--- src/rtl/sqb_pkg.sv ---
// ============================================================================
// sqb_pkg
// Shared types, constants and helpers of the sprite quad batcher.
// ============================================================================
`default_nettype none

package sqb_pkg;

    localparam int SLOT_COUNT_DEF = 16;
    localparam int BATCH_MAX_DEF  = 1024;

    localparam logic [10:0] BATCH_LIMIT_RST = 11'd1000;
    localparam logic [15:0] CLIP_SCALE_RST  = 16'd655;

    localparam logic REG_BATCH_LIMIT = 1'b0;
    localparam logic REG_CLIP_SCALE  = 1'b1;

    localparam logic [1:0] OP_SUBMIT = 2'd0;
    localparam logic [1:0] OP_BEGIN  = 2'd1;
    localparam logic [1:0] OP_FLUSH  = 2'd2;

    localparam logic [1:0] KIND_VERTEX = 2'd0;
    localparam logic [1:0] KIND_BIND   = 2'd1;
    localparam logic [1:0] KIND_DRAW   = 2'd2;

    localparam int CORDIC_STEPS = 15;
    localparam logic signed [17:0] CORDIC_X0 = 18'sd19898;

    typedef enum logic [1:0] {
        CMD_SUBMIT,
        CMD_BEGIN,
        CMD_FLUSH
    } cmd_t;

    typedef struct packed {
        cmd_t        cmd;
        logic [15:0] pos_x;
        logic [15:0] pos_y;
        logic [15:0] pivot_x;
        logic [15:0] pivot_y;
        logic [15:0] width;
        logic [15:0] height;
        logic [15:0] angle;
        logic [31:0] color_rgba;
        logic [31:0] texture_handle;
    } sprite_cmd_t;

    function automatic logic [13:0] atan_unit(input logic [3:0] step);
        logic [13:0] val;
        case (step)
            4'd0:    val = 14'd8192;
            4'd1:    val = 14'd4836;
            4'd2:    val = 14'd2555;
            4'd3:    val = 14'd1297;
            4'd4:    val = 14'd651;
            4'd5:    val = 14'd326;
            4'd6:    val = 14'd163;
            4'd7:    val = 14'd81;
            4'd8:    val = 14'd41;
            4'd9:    val = 14'd20;
            4'd10:   val = 14'd10;
            4'd11:   val = 14'd5;
            4'd12:   val = 14'd3;
            4'd13:   val = 14'd1;
            4'd14:   val = 14'd1;
            default: val = 14'd0;
        endcase
        return val;
    endfunction

endpackage

`default_nettype wire

--- src/rtl/sqb_fifo.sv ---
// ============================================================================
// sqb_fifo
// Two-entry command queue between the front and back ends.
// ============================================================================
`default_nettype none

module sqb_fifo
    import sqb_pkg::*;
#(
    parameter int WIDTH = 8
)
(
    input  wire logic             clk,
    input  wire logic             rst_n,
    input  wire logic             push,
    input  wire logic [WIDTH-1:0] push_data,
    output logic                  push_ready,
    input  wire logic             pop,
    output logic                  pop_valid,
    output logic [WIDTH-1:0]      pop_data
);

    logic [WIDTH-1:0] mem_reg [2];
    logic             wr_ptr_reg;
    logic             rd_ptr_reg;
    logic [1:0]       count_reg;

    assign push_ready = (count_reg != 2'd2);
    assign pop_valid  = (count_reg != 2'd0);
    assign pop_data   = mem_reg[rd_ptr_reg];

    always_ff @(posedge clk)
    begin
        if (push)
        begin
            mem_reg[wr_ptr_reg] <= push_data;
        end
    end

    always_ff @(posedge clk or negedge rst_n)
    begin
        if (!rst_n)
        begin
            wr_ptr_reg <= 1'b0;
            rd_ptr_reg <= 1'b0;
            count_reg  <= 2'd0;
        end
        else
        begin
            if (push)
            begin
                wr_ptr_reg <= ~wr_ptr_reg;
            end
            if (pop)
            begin
                rd_ptr_reg <= ~rd_ptr_reg;
            end
            if (push && !pop)
            begin
                count_reg <= count_reg + 2'd1;
            end
            else if (pop && !push)
            begin
                count_reg <= count_reg - 2'd1;
            end
        end
    end

endmodule

`default_nettype wire

--- config.mk ---
export PLATFORM = sky130hd
export DESIGN_NAME = sqb_fifo
export DESIGN_NICKNAME = d
export VERILOG_FILES = /design/src/rtl/sqb_pkg.sv /design/src/rtl/sqb_fifo.sv
export SDC_FILE = /design/constraint.sdc
export NUM_CORES = 1
export LEC_CHECK = 0
export BUFFER_PORTS_ARGS = -buffer_cell sky130_fd_sc_hd__clkbuf_2
export CAP_MARGIN = 25
export CORE_ASPECT_RATIO = 1.25
export CORE_MARGIN = 2
export CORE_UTILIZATION = 40
export DETAILED_ROUTE_END_ITERATION = 12
export GPL_ROUTABILITY_DRIVEN = 0
export PLACE_DENSITY_LB_ADDON = 0.15
export REMOVE_ABC_BUFFERS = 1
export SYNTH_ARGS = -nofsm -noshare
export SYNTH_HDL_FRONTEND = slang
export SYNTH_SLANG_ARGS = --single-unit
--- constraint.sdc ---
create_clock -name clk -period 1.6 [get_ports clk]
set_clock_uncertainty 0.2 [all_clocks]
set_input_delay 0.08 -clock clk [delete_from_list [all_inputs] [get_ports clk]]
set_output_delay 0.08 -clock clk [all_outputs]
set_load 0.05 [all_outputs]
==> impl_metrics.ini, run 1 <==
[min_path]
hold_depth = 1
hp-class = flip-flop to flip-flop
hold_start = wr_ptr_reg
holdPathEnd = wr_ptr_reg

[floorplanning]
initial_core_util = 0.413
die_w_um = 44.0
die_area_um2 = 2380
placementRows = 18
die_h_um = 54.0
io_pins = 22
core_um2 = 1940

[pwr]
p_total_mw = 2.23
leakage_nw = 0.516
ir_worst_vdd_mv = 0.855
powerDensity_nw_per_um2 = 1850

[routing]
wire_per_inst_um = 12.6
vias = 451
vias_per_cell = 4.47
drt_pre_antenna_iters = 2
ant_nets = 0
drc = 0
drtIter0Drc = 5
wirelength_um = 1270

[worst_setup_path]
critPathArrivalTime_ns = 1.34
cp-start-kind = flip-flop
r2r_start = wr_ptr_reg
required_ns = 1.32
path_max_fanout = 5
r2r_slack_ns = 0.30
worst-setup-path-type = flip-flop to primary output
rr_endpoint = mem_reg[1][5]
end_kind = primary output
worst_r2r_path_depth = 1

[synth]
yosys.area.top_type = edfxtp_1
synth_edf_count = 16
yosys-top-cells-area = edfxtp_1 60%, mux2_4 15%, dfrtp_1 13%
synthCells = 41
avgSynthCellArea_um2 = 19.5
synth_most_common_cell = edfxtp_1
ys_ff_latch = 20
synth_area_um2 = 801
yosysTopAreaCellShare = 0.600
synth_warnings = 0
ys_seq_area_frac = 0.725
synthTopCellsByCount = 16 x edfxtp_1, 8 x mux2_4, 4 x dfrtp_1, 4 x xor2_1
async_reset_ff_frac = 0.200
ys.flop_type = edfxtp_1
synth_cell_type_count = 13

[timing]
relSlewSlack = 0.741
fin_ws_ns = -0.0230
period_share = 1.01
rsz0062_at_grt = yes
slew_violations = 0
fmax_ghz = 0.616
tns_ns = -0.0440
finalSetupViolations = 2
worst-slew-pin-transition_ns = 0.389
hold_slack_ns = 0.296
min_period_ns = 1.62
hold_violations = 0

[outcome]
violations = setup timing
status = finished with violations

[global_route]
grt_pass1_wl_um = 1860
grt_usage = 0.114
grt_max_degree = 12
antenna_found_initial = 0
gr-total-overflow = 0
grt_pass1_vias = 442

[run]
drv_cap = 0

[cts]
clockBufferDepth = 2
cts_tree = done
numCtsBuffers = 3
clock_sinks = 20
root_buffer = clkbuf_4
clock_latency_ns = 0.29
clkTransAtPathRegs_ns = 0.10
htree_levels = 1

[cells_and_area]
final_design_area_no_fill_um2 = 1200
area_delta_synth_final_pct = 50.5
largest_register_ff_count = 16
fill_cells = 144
final_nets = 95
diodes = 0
final_util = 0.622
drive_gt1_frac = 0.457
layout.cells.non_filler = 101

[place]
place_ws_ns = 0.0799
io_buffers = 21
dp.cells = 82
placed_cell_area_um2 = 927
hpwl_um = 803
==> layer usage <==
layer	wire (µm)	vias up	track usage
li1	-	228	-
met1	530	211	0.124
met2	703	12	0.208
met3	38	0	0.0302
met4	0	0	0.0455
met5	0	-	0
==> cell type report <==
| class | count | area, µm² | share of cell area |
|---|---|---|---|
| Clock buffer | 3 | 22.5 | 0.0187 |
| Timing Repair Buffer | 37 | 363 | 0.301 |
| Inverter | 1 | 3.75 | 0.00312 |
| Clock inverter | 1 | 3.75 | 0.00312 |
| Tap cell | 20 | 25.0 | 0.0208 |
| Multi-Input combinational cell | 19 | 205 | 0.170 |
| Sequential cell | 20 | 582 | 0.483 |
==> cell usage in the layout, fill, tap and decap left out <==
master | netlist | layout
ha_1 | 1 | 1
xor2_1 | 4 | 4
nor2_1 | 1 | 1
clkbuf_16 | 0 | 2
nor2b_1 | 1 | 1
clkbuf_4 | 0 | 3
buf_4 | 0 | 2
buf_6 | 1 | 2
clkinv_1 | 0 | 1
buf_8 | 0 | 6
xnor2_1 | 1 | 1
dlygate4sd3_1 | 0 | 12
dfrtp_1 | 4 | 3
edfxtp_1 | 16 | 16
inv_1 | 1 | 1
clkbuf_2 | 0 | 13
dfrtp_2 | 0 | 1
or2_1 | 1 | 1
nand2b_1 | 1 | 1
mux2_4 | 8 | 8
and2_1 | 1 | 1
==> what timing repair did <==
action,CTS,global route
setup endpoints to repair,8,8
hold buffers,12,0
cloned,0,0
pin swaps,0,0
gates resized for setup,22,6
hold endpoints to repair,23,0
setup buffers,3,0
==> critical path: stages (launching register included) <==
cell       delay, ns
dfrtp_2         0.44
buf_6           0.14
mux2_4          0.30
clkbuf_16       0.17
==> power by group <==
part           switching (mW)  total, mW  leakage [nW]  internal (mW)
clock network           0.141      0.231        0.0154         0.0906
logic                   0.648       1.22         0.305          0.573
registers              0.0681      0.778         0.196          0.710
==> worst max path at each step <==
stage	startpoint	to	depth (start not counted)
3_5_place_dp	rd_ptr_reg	pop_data[0]	2
6_report	rd_ptr_reg	pop_data[0]	3
3_3_place_gp	rd_ptr_reg	pop_data[4]	2
4_1_cts	rd_ptr_reg	pop_data[0]	3
2_1_floorplan	wr_ptr_reg	mem_reg[0][0]	1
5_1_grt	rd_ptr_reg	pop_data[0]	3
==> kinds of logic (layout without fill, tap and decap cells) <==
group | Yosys count | after routing | share of synthesized area
mux | 8 | 8 | 0.150
xor+xnor | 5 | 5 | 0.0547
fa+ha+maj | 1 | 1 | 0.0156
simple gates | 5 | 5 | 0.0360
flops | 20 | 20 | 0.725
buf+inv | 2 | 42 | 0.0187
Power figures use the tool's default switching activity.
==> run 2, diff against run 1 <==
--- a/config.mk
+++ b/config.mk
@@ -8,8 +8,8 @@
 export BUFFER_PORTS_ARGS = -buffer_cell sky130_fd_sc_hd__clkbuf_2
 export CAP_MARGIN = 25
 export CORE_ASPECT_RATIO = 1.25
-export CORE_MARGIN = 2
-export CORE_UTILIZATION = 40
+export CORE_UTILIZATION = 43
+export CTS_CLUSTER_SIZE = 12
 export DETAILED_ROUTE_END_ITERATION = 12
 export GPL_ROUTABILITY_DRIVEN = 0
 export PLACE_DENSITY_LB_ADDON = 0.15
==> run 2 against run 1 <==
The flow now finishes without violations. Clock power is essentially flat. Register-to-register slack is essentially flat. Die area shrank 14%. Via count grew 1.8%. Sequential share of layout area grew 0.87 points. Setup slack gained 0.033 ns. Cell count shrank 0.99%. Core utilization grew 4.8 points. Design area shrank 1.8%. Critical endpoint unchanged. Highest routed layer unchanged.
==> impl_metrics.ini, run 2 (synthesis results as in run 1) <==
[outcome]
status = finished, final reports clean

[routing]
vias = 459
drtIter0Drc = 6
vias_per_cell = 4.59
drc = 0
drt_pre_antenna_iters = 3
wirelength_um = 1110
wire_per_inst_um = 11.1
ant_nets = 0

[pwr]
p_total_mw = 2.18
p_sw_frac = 0.384
comb_power_share = 0.538
p_switching_mw = 0.837
seqPwrFrac = 0.357
leakage_nw = 0.506
pwr-share-clk = 0.105
powerDensity_nw_per_um2 = 1840
ir_worst_vdd_mv = 1.01
intPower_mw = 1.35

[min_path]
hold_start = wr_ptr_reg
hp-class = flip-flop to flip-flop
holdPathEnd = wr_ptr_reg
hold_depth = 1

[cells_and_area]
layout_common_cells = 16 x edfxtp_1, 13 x clkbuf_2, 12 x dlygate4sd3_1
diodes = 0
area_delta_synth_final_pct = 47.8
final_nets = 95
layout.cells.non_filler = 100
drive_gt1_frac = 0.457
layout_commonest_cell = edfxtp_1
largest_register_ff_count = 16

[timing]
period_share = 0.993
min_period_ns = 1.59
worst-slew-pin-transition_ns = 0.354
rsz0062_at_grt = yes
fin_ws_ns = 0.0104
finalSetupViolations = 0
hold_violations = 0
fmax_ghz = 0.629
relSlewSlack = 0.764
slew_violations = 0

[floorplanning]
core_um2 = 1770
die_area_um2 = 2040
io_pins = 22
initial_core_util = 0.454
placementRows = 17
die_h_um = 50.2
die_w_um = 40.6

[worst_setup_path]
required_ns = 1.32
path_max_fanout = 5
end_kind = primary output
worst-setup-path-type = flip-flop to primary output
r2r_slack_ns = 0.29
worst_r2r_path_depth = 2
critPathArrivalTime_ns = 1.31
cp-start-kind = flip-flop
r2r_start = wr_ptr_reg
rr_endpoint = mem_reg[0][5]

[cts]
clockBufferDepth = 2
root_buffer = clkbuf_4
cts_tree = done
clkTransAtPathRegs_ns = 0.10
numCtsBuffers = 3
clock_sinks = 20
clock_latency_ns = 0.28
htree_levels = 1

[global_route]
grt_max_degree = 12
grt_pass1_vias = 514
antenna_found_initial = 0
gr-total-overflow = 0
grt_pass1_wl_um = 2080
grt_usage = 0.148

[place]
hpwl_um = 775
io_buffers = 21
place_ws_ns = 0.0884
dp.cells = 81

[run]
drv_cap = 0
## run 2: cell count changes in the layout (fill, tap and decap cells not counted), sizes merged
cell    before  now
buf         10   12
clkbuf      18   17
clkinv       1    0
## run 2: worst max-delay path by stage
stage          depth (start not counted)  startpoint            end  slack [ns]
2_1_floorplan                          1  wr_ptr_reg  mem_reg[0][0]        0.24
3_3_place_gp                           2  rd_ptr_reg    pop_data[3]        0.11
6_report                               3  rd_ptr_reg    pop_data[0]        0.01
5_1_grt                                3  rd_ptr_reg    pop_data[3]       -0.05
4_1_cts                                3  rd_ptr_reg    pop_data[1]       -0.02
3_5_place_dp                           2  rd_ptr_reg    pop_data[6]        0.09
## run 2: power groups by stage
stage	registers (mW)	clock network [mW]	logic (mW)
2_1_floorplan	0.809	0	0.688
3_3_place_gp	0.831	0	0.821
3_5_place_dp	0.840	0	0.825
4_1_cts	0.774	0.236	1.08
5_1_grt	0.794	0.266	1.25
6_report	0.779	0.229	1.17
## run 2: routing by layer
| metal | vias up | share of wire | GRT usage |
|---|---|---|---|
| li1 | 225 | - | - |
| met1 | 223 | 0.37 | 0.190 |
| met2 | 11 | 0.60 | 0.243 |
| met3 | 0 | 0.022 | 0.0265 |
| met4 | 0 | 0 | 0.0500 |
| met5 | - | 0 | 0 |
## run 2: layout make-up
class | count | area (µm²)
Inverter | 1 | 3.75
Multi-Input combinational cell | 19 | 205
Sequential cell | 20 | 582
Timing Repair Buffer | 37 | 343
Tap cell | 19 | 23.8
Fill cell | 125 | 582
Clock buffer | 4 | 26.3
## run 2: what timing repair did
action | in CTS | in global routing
setup endpoints to repair | 8 | 8
gates resized for setup | 17 | 12
buffers inserted | 2 | 1
pin swaps | 0 | 0
hold buffers | 12 | 0
endpoints found under the hold margin | 23 | 0
## run 2: stage by stage
| step | hold WS, ns | utilization | area, µm² | setup TNS [ns] |
|---|---|---|---|---|
| 2_1_floorplan | -0.416 | - | 790 | 0 |
| 3_3_place_gp | -0.309 | 0.524 | 926 | 0 |
| 3_5_place_dp | -0.308 | 0.524 | 926 | 0 |
| 4_1_cts | 0.299 | 0.655 | 1160 | -0.102 |
| 5_1_grt | 0.302 | 0.670 | 1180 | -0.345 |
| 6_report | 0.294 | 0.670 | 1180 | 0 |
## run 2: worst max-delay path, stage by stage, from the launching register on
cell	delay (ns)
dfrtp_2	0.43
buf_6	0.14
mux2_4	0.30
buf_8	0.15
==> run 3, diff against run 2 <==
--- a/config.mk
+++ b/config.mk
@@ -9,11 +9,11 @@
 export CAP_MARGIN = 25
 export CORE_ASPECT_RATIO = 1.25
 export CORE_UTILIZATION = 43
+export CTS_BUF_LIST = sky130_fd_sc_hd__clkbuf_8 sky130_fd_sc_hd__clkbuf_16
 export CTS_CLUSTER_SIZE = 12
 export DETAILED_ROUTE_END_ITERATION = 12
 export GPL_ROUTABILITY_DRIVEN = 0
 export PLACE_DENSITY_LB_ADDON = 0.15
-export REMOVE_ABC_BUFFERS = 1
 export SYNTH_ARGS = -nofsm -noshare
 export SYNTH_HDL_FRONTEND = slang
 export SYNTH_SLANG_ARGS = --single-unit
==> constraint.sdc (replaced) <==
create_clock -name clk -period 1.3 [get_ports clk]
set_clock_uncertainty 0.2 [all_clocks]
set_input_delay 0.065 -clock clk [delete_from_list [all_inputs] [get_ports clk]]
set_output_delay 0.065 -clock clk [all_outputs]
set_load 0.05 [all_outputs]
==> run 3 against run 2 <==
Critical endpoint unchanged. Largest power group unchanged. Critical path depth unchanged. The flow now finishes with violations (setup timing). Sequential share of layout area decreased by 2.7 points. Sequential power up 22%. Count of clock-buffer cells in the layout shrank 1. Non-clock buffer count up 4. First-iteration DRC count decreased by 50%. Cell count increased by 4.0%. Core utilization grew 4.0 points.
==> impl_metrics.ini, run 3 (synthesis results as in run 1) <==
[global_route]
grt_max_degree = 12
grt_pass1_wl_um = 1750
grt_usage = 0.127
antenna_found_initial = 0
gr-total-overflow = 0
grt_pass1_vias = 467

[worst_setup_path]
worst-setup-path-type = flip-flop to primary output
worstPathCellList = buf_12, mux2_4, buf_8
path_max_fanout = 9
end_kind = primary output
required_ns = 1.03
cp-start-kind = flip-flop
crit_end = pop_data[0]
r2r_start = count_reg[0]
worst_r2r_path_depth = 4
max_stage_delay_ns = 0.42
cp_slowest_cell = dfrtp_2
critPathArrivalTime_ns = 1.27
critical_path.startpoint = rd_ptr_reg
r2r_slack_ns = 0.04
rr_endpoint = count_reg[1]

[timing]
fmax_ghz = 0.652
hold_violations = 0
period_share = 1.18
relSlewSlack = 0.836
finalSetupViolations = 9
worst-slew-pin-transition_ns = 0.248
rsz0062_at_grt = yes
hold_slack_ns = 0.0130
min_period_ns = 1.53
slew_violations = 0
fin_ws_ns = -0.234

[cts]
clkTransAtPathRegs_ns = 0.06
htree_levels = 1
numCtsBuffers = 3
clock_latency_ns = 0.25
root_buffer = clkbuf_8
clockBufferDepth = 2
clock_sinks = 20
cts_tree = done

[pwr]
ir_worst_vdd_mv = 1.34
powerDensity_nw_per_um2 = 2340
leakage_nw = 0.546

[routing]
ant_nets = 0
vias_per_cell = 4.45
drc = 0
vias = 463
wirelength_um = 1150
drt_pre_antenna_iters = 4
drtIter0Drc = 3
wire_per_inst_um = 11.0

[floorplanning]
initial_core_util = 0.454
io_pins = 22
die_area_um2 = 2040
die_w_um = 40.6
die_h_um = 50.2
placementRows = 17
core_um2 = 1770

[cells_and_area]
final_util = 0.710
layout.cells.non_filler = 104
final_nets = 99
area_delta_synth_final_pct = 56.6
largest_register_ff_count = 16
layout_common_cells = 16 x edfxtp_1, 12 x dlygate4sd3_1, 11 x clkbuf_2
diodes = 0
drive_gt1_frac = 0.494
layout_commonest_cell = edfxtp_1

[min_path]
hp-class = input pin to flip-flop
hold_start = push

[place]
io_buffers = 21
dp.cells = 85

[synth]
synth_nets = 54

[outcome]
status = finished with violations
violations = setup timing

[run]
drv_cap = 0
-- run 3: cell types whose count changed in the layout (fill, tap and decap cells not counted), moves of 2 or more --
cell	previous run	this run
buf_4	2	6
clkbuf_2	13	11
clkbuf_4	3	0
clkbuf_8	0	3
-- run 3: critical path, delay by kind of cell (launching register included) --
kind	cells	cell delay [ns]
buffers and inverters	2	0.30
muxes	1	0.30
DFF	1	0.42
-- run 3: repair_timing --
item                                    CTS  global route
hold buffers                             12             0
pin swaps                                 0             3
setup buffers                             2             1
hold endpoints to repair                 22             0
resized for setup                        19            11
endpoints found under the setup margin   11            11
cloned                                    0             0
-- run 3: metrics by stage --
stage / setup WS, ns / TNS [ns] / cell area [µm²] / power [mW]
detailed placement: -0.191 / -1.51 / 958 / 2.11
global route: -0.270 / -2.27 / 1250 / 3.08
CTS: -0.252 / -2.02 / 1230 / 2.83
finish: -0.234 / -1.88 / 1250 / 2.93
global placement: -0.169 / -1.34 / 958 / 2.10
floorplan: 0.0988 / 0 / 803 / 1.88
-- run 3: power by group --
part	switching (mW)	leakage [nW]	total (mW)	internal, mW
clock	0.177	0.0269	0.386	0.209
sequential	0.0760	0.196	0.951	0.875
combinational	0.818	0.323	1.60	0.779
-- run 3: final cells by class --
class	count	area, µm²
clock inverters	1	3.75
multi-input cells	19	208
flip-flops and latches	20	582
clock buffers	3	41.3
inverters	1	3.75
well taps	19	23.8
fillers	122	512
repair buffers	41	392
-- run 3: layer usage --
metal,up-vias,share of wire,track usage
met5,-,0,0
met4,0,0,0.0667
met3,0,0.032,0.0133
met2,13,0.60,0.228
met1,215,0.37,0.134
li1,235,-,-
-- run 3: how the worst min path moves through the flow --
stage,cells past startpoint,endpoint,slack (ns)
after global placement,1,wr_ptr_reg,-0.32
after detailed placement,1,wr_ptr_reg,-0.32
after CTS,4,count_reg[0],0.008
after global routing,3,count_reg[0],0.01
after floorplan,0,count_reg[0],-0.43
final,3,count_reg[0],0.01
